==> config.mk <==
export PLATFORM = sky130hd
export DESIGN_NAME = a2bc_lane
export DESIGN_NICKNAME = d
export VERILOG_FILES = /design/src/design/a2bc_pkg.sv /design/src/design/a2bc_lane.sv
export SDC_FILE = /design/constraint.sdc
export NUM_CORES = 2
export LEC_CHECK = 0
export ABC_AREA = 1
export BUFFER_PORTS_ARGS = -buffer_cell sky130_fd_sc_hd__buf_2
export CAP_MARGIN = 30
export CORE_ASPECT_RATIO = 1.75
export CORE_MARGIN = 4
export CORE_UTILIZATION = 30
export DETAILED_ROUTE_END_ITERATION = 6
export PLACE_DENSITY = 0.53
export SLEW_MARGIN = 0
export SYNTH_ARGS = -nofsm -noshare
export SYNTH_HDL_FRONTEND = slang
export SYNTH_SLANG_ARGS = --single-unit
export TNS_END_PERCENT = 100
==> constraint.sdc <==
create_clock -name clk -period 12.8 [get_ports clk]
set_input_delay 1.28 -clock clk [delete_from_list [all_inputs] [get_ports clk]]
set_output_delay 1.28 -clock clk [all_outputs]
set_load 0.005 [all_outputs]
==> src/design/a2bc_pkg.sv <==
`timescale 1ns / 1ps
// ----------------------------------------------------------------------------
// a2bc_pkg
// Shared types, constants and index helpers for the Argon2 compression core.
// ----------------------------------------------------------------------------
package a2bc_pkg;

  localparam int WORD_W    = 64;
  localparam int PAIR_W    = 2 * WORD_W;
  localparam int PAIRS     = 64;
  localparam int PAIR_AW   = $clog2(PAIRS);
  localparam int LANES     = 4;
  localparam int STATE_N   = 16;

  typedef struct packed {
    logic [WORD_W-1:0] x_even;
    logic [WORD_W-1:0] x_odd;
    logic [WORD_W-1:0] y_even;
    logic [WORD_W-1:0] y_odd;
    logic              block_end;
  } in_item_t;

  typedef struct packed {
    logic [WORD_W-1:0] z_even;
    logic [WORD_W-1:0] z_odd;
    logic              final_pair;
  } out_item_t;

  // Control from the sequencer to every quarter-round lane
  typedef struct packed {
    logic       mul_en;
    logic [1:0] sub;
  } lane_ctrl_t;

  typedef struct packed {
    logic [WORD_W-1:0] sum;
    logic [WORD_W-1:0] rot;
  } lane_out_t;

  // Operand roles inside a quarter round
  localparam logic [1:0] ROLE_A = 2'd0;
  localparam logic [1:0] ROLE_B = 2'd1;
  localparam logic [1:0] ROLE_C = 2'd2;
  localparam logic [1:0] ROLE_D = 2'd3;

  // State word index of a role for a lane; diagonal half rotates the lane
  function automatic logic [3:0] qr_idx(input logic diag, input logic [1:0] lane,
                                        input logic [1:0] role);
    logic [1:0] col;
    col = diag ? 2'(lane + role) : lane;
    return {role, col};
  endfunction

endpackage

==> src/design/a2bc_lane.sv <==
`timescale 1ns / 1ps
// ----------------------------------------------------------------------------
// a2bc_lane
// One BlaMka quarter-round lane: registered 32x32 product, then add and rotate.
// ----------------------------------------------------------------------------
module a2bc_lane
  import a2bc_pkg::*;
(
  input  logic              clk,
  input  lane_ctrl_t        ctrl,
  input  logic [WORD_W-1:0] a,
  input  logic [WORD_W-1:0] b,
  input  logic [WORD_W-1:0] c,
  input  logic [WORD_W-1:0] d,
  output lane_out_t         res
);

  logic [WORD_W-1:0] op_x;
  logic [WORD_W-1:0] op_y;
  logic [WORD_W-1:0] op_t;
  logic [WORD_W-1:0] prod;
  logic [WORD_W-1:0] sum;
  logic [WORD_W-1:0] mix;

  // Odd steps work on (c, d) and rotate b; even steps on (a, b) and rotate d
  assign op_x = ctrl.sub[0] ? c : a;
  assign op_y = ctrl.sub[0] ? d : b;
  assign op_t = ctrl.sub[0] ? b : d;

  always_ff @(posedge clk) begin
    if (ctrl.mul_en) begin
      prod <= {32'd0, op_x[31:0]} * {32'd0, op_y[31:0]};
    end
  end

  assign sum = op_x + op_y + {prod[WORD_W-2:0], 1'b0};
  assign mix = op_t ^ sum;

  always_comb begin
    res.sum = sum;
    unique case (ctrl.sub)
      2'd0:    res.rot = {mix[31:0], mix[63:32]};
      2'd1:    res.rot = {mix[23:0], mix[63:24]};
      2'd2:    res.rot = {mix[15:0], mix[63:16]};
      default: res.rot = {mix[62:0], mix[63]};
    endcase
  end

endmodule
==> impl_metrics.py <==
metrics = {
    "floorplan": {
        "initial_core_util_pct": 30.2,
        "rows": 191,
        "die-area_mm2": 0.163,
        "die_h_um": 531,
        "core_mm2": 0.155,
        "die_x_um": 307,
        "io_pins": 388,
    },
    "timing": {
        "post-route-period-util_pct": 83.8,
        "min_period_ns": 10.73,
        "max_freq_mhz": 93.2,
        "setup_viol": 0,
        "hold_violations": 0,
        "rsz0062_at_grt": "false",
        "tightest_slew_ns": 1.06,
        "report.final.slew_viol_count": 0,
        "slew_headroom_pct": 29.6,
        "totalNegativeSetupSlack_ns": 0,
    },
    "global_routing": {
        "grtUsageMet2_pct": 52.9,
        "grt-busiest-layer": "met2",
        "antenna_found_initial": 7,
        "grt_use_total_pct": 29.3,
        "grt_pass1_wl_mm": 339,
        "met1_usage_pct": 28.1,
        "grt_max_degree": 78,
        "overflow": 0,
        "first_global_vias": 47930,
        "globalRouteMet3Util_pct": 4.22,
    },
    "clock_tree": {
        "clock_sinks": 63,
        "cts_root_buf": "clkbuf_16",
        "cts.path.max_buffers": 2,
        "htreeDepth": 3,
        "cts_setup_buffers": 0,
        "holdBufCountCts": 0,
        "cts_tree": "built",
        "postCtsResizedCells": 0,
        "cts_buffers": 9,
        "path_clk_slew_ns": 0.07,
    },
    "synth": {
        "yosysSeqAreaShare_pct": 4.03,
        "synthArstFlopShare_pct": 0,
        "synth_edf_count": 63,
        "synth_area_mm2": 0.0469,
        "synth_top_area_share_pct": 40.9,
        "syn_area_per_cell_um2": 7.25,
        "yosys-top-cells-area": "fa_1 (41%), nand2_1 (13%), inv_1 (12%)",
        "synth_fp_nets": 8036,
        "synth_largest_area_cell": "fa_1",
        "synth_seq_cells": 63,
        "ys.flop_type": "edfxtp_1",
        "yosys.cell_types.count": 47,
        "yosysWarnings": 0,
        "syn_inst": 6467,
    },
    "placed_design": {
        "numPortBuffers": 387,
        "gp_congestion": 1.07,
        "dp.final_hpwl_mm": 205,
    },
    "setup_path": {
        "crit_type": "primary input to flip-flop",
        "cp-start-kind": "primary input",
        "crit_arrival_ns": 10.85,
        "path_max_fanout": 77,
        "cp-end-kind": "flip-flop",
        "required_ns": 12.92,
    },
    "finish": {
        "regMostFlops": "prod",
        "area_delta_synth_final_pct": 11.1,
        "drive_gt1_share_pct": 10.7,
        "final_common_cell": "nand2_1",
        "reg_top3": "prod x63",
        "fill_cells": 16797,
        "nets": 8357,
        "mostFrequentLayoutCells": "nand2_1 (1628), inv_1 (1476), fa_1 (958)",
        "largest_reg_flops": 63,
    },
    "detailed_routing": {
        "drtIter0Drc": 3487,
        "dr.pass1.iters": 7,
        "drt_wl_total_mm": 241,
        "remaining_drc_errors": 4,
        "antenna_left": 0,
        "vias_per_cell": 5.11,
        "wl_per_cell_um": 27.3,
        "vias": 45067,
    },
    "status": {
        "status": "complete, but fails checks",
        "violations": "DRC",
    },
    "job": {
        "drv_cap": 0,
    },
    "hold_path": {
        "hp-class": "primary input to flip-flop",
    },
}
[final cells by class]
cell class / count / area (um2) / area share (%)
Timing Repair Buffer: 528 / 3060 / 5.88
Clock inverter: 7 / 72.6 / 0.139
Antenna cell: 5 / 12.5 / 0.0240
Clock buffer: 9 / 225 / 0.432
Tap cell: 2026 / 2530 / 4.86
Inverter: 1505 / 5650 / 10.8
Multi-Input combinational cell: 4681 / 38700 / 74.2
Sequential cell: 63 / 1890 / 3.63
[cells by family (layout without fill, tap and decap cells)]
group	after synthesis	count (layout)	synth area share (%)
compound gates	391	391	4.55
xor+xnor	112	112	2.22
fa+ha+maj	1309	1309	50.2
buf+inv	1723	2049	13.9
flops	63	63	4.03
mux	2	2	0.0427
other cells	0	5	0
simple gates	2867	2867	25.0
[final timing paths]
path,start,to,slack [ns],depth (start not counted)
worst max-delay path,ctrl[0],prod[50],2.07,28
worst min-delay path,ctrl[2],prod[1],1.44,1
[cells in the mapped netlist (13+ instances only)]
master	count
a21o_1	15
a21oi_1	117
a31oi_1	17
buf_1	19
buf_2	37
clkbuf_1	162
edfxtp_1	63
fa_1	958
ha_1	351
inv_1	1477
inv_2	17
nand2_1	1628
nand2_2	24
nand3_1	266
nand3b_1	13
nand4_1	85
nor2_1	728
nor2_2	14
nor3_1	25
o21ai_0	183
o21ai_1	21
o21ai_2	16
o21bai_1	14
or2_2	50
xnor2_1	34
xor2_1	70
[routing by layer]
| metal | vias to the layer above | routed length (um) |
|---|---|---|
| li1 | 19712 | - |
| met4 | 4 | 30700 |
| met3 | 886 | 15100 |
| met1 | 22158 | 75100 |
| met2 | 2307 | 120000 |
| met5 | - | 22 |
[critical path, cell delays in order]
cell	delay, ns
buf_8	0.17
inv_4	0.58
buf_4	0.66
or2_2	0.21
o21ai_0	0.36
inv_1	0.15
buf_4	0.43
nand2_1	0.14
fa_1	0.51
inv_1	0.05
fa_1	0.48
fa_1	0.59
fa_1	0.47
fa_1	0.54
fa_1	0.46
fa_1	0.51
inv_1	0.06
fa_1	0.48
inv_1	0.04
ha_1	0.42
nand2_1	0.14
nor2_1	0.10
inv_1	0.16
nor4_1	0.57
nand4_1	0.47
nand3_1	0.33
a21oi_1	0.12
xor2_1	0.16
[through the flow]
| step | instances | cell area (um2) | utilization, % | hold WS, ns | worst slack, ns |
|---|---|---|---|---|---|
| final | 8824 | 52100 | 33.6 | 1.44 | 2.07 |
| after global routing | 8820 | 52100 | 33.6 | 1.46 | 1.75 |
| after CTS | 8817 | 52100 | 33.6 | 1.44 | 2.20 |
| after detailed placement | 8801 | 51800 | 33.4 | 1.82 | 1.81 |
| after global placement | 8787 | 51700 | 33.3 | 1.83 | 1.09 |
| after floorplan | 6467 | 46900 | - | 1.39 | 4.40 |
Power is left out: the tool's default activity adds up to more than one toggle a clock period on the data nets, which glitch-free logic cannot reach.
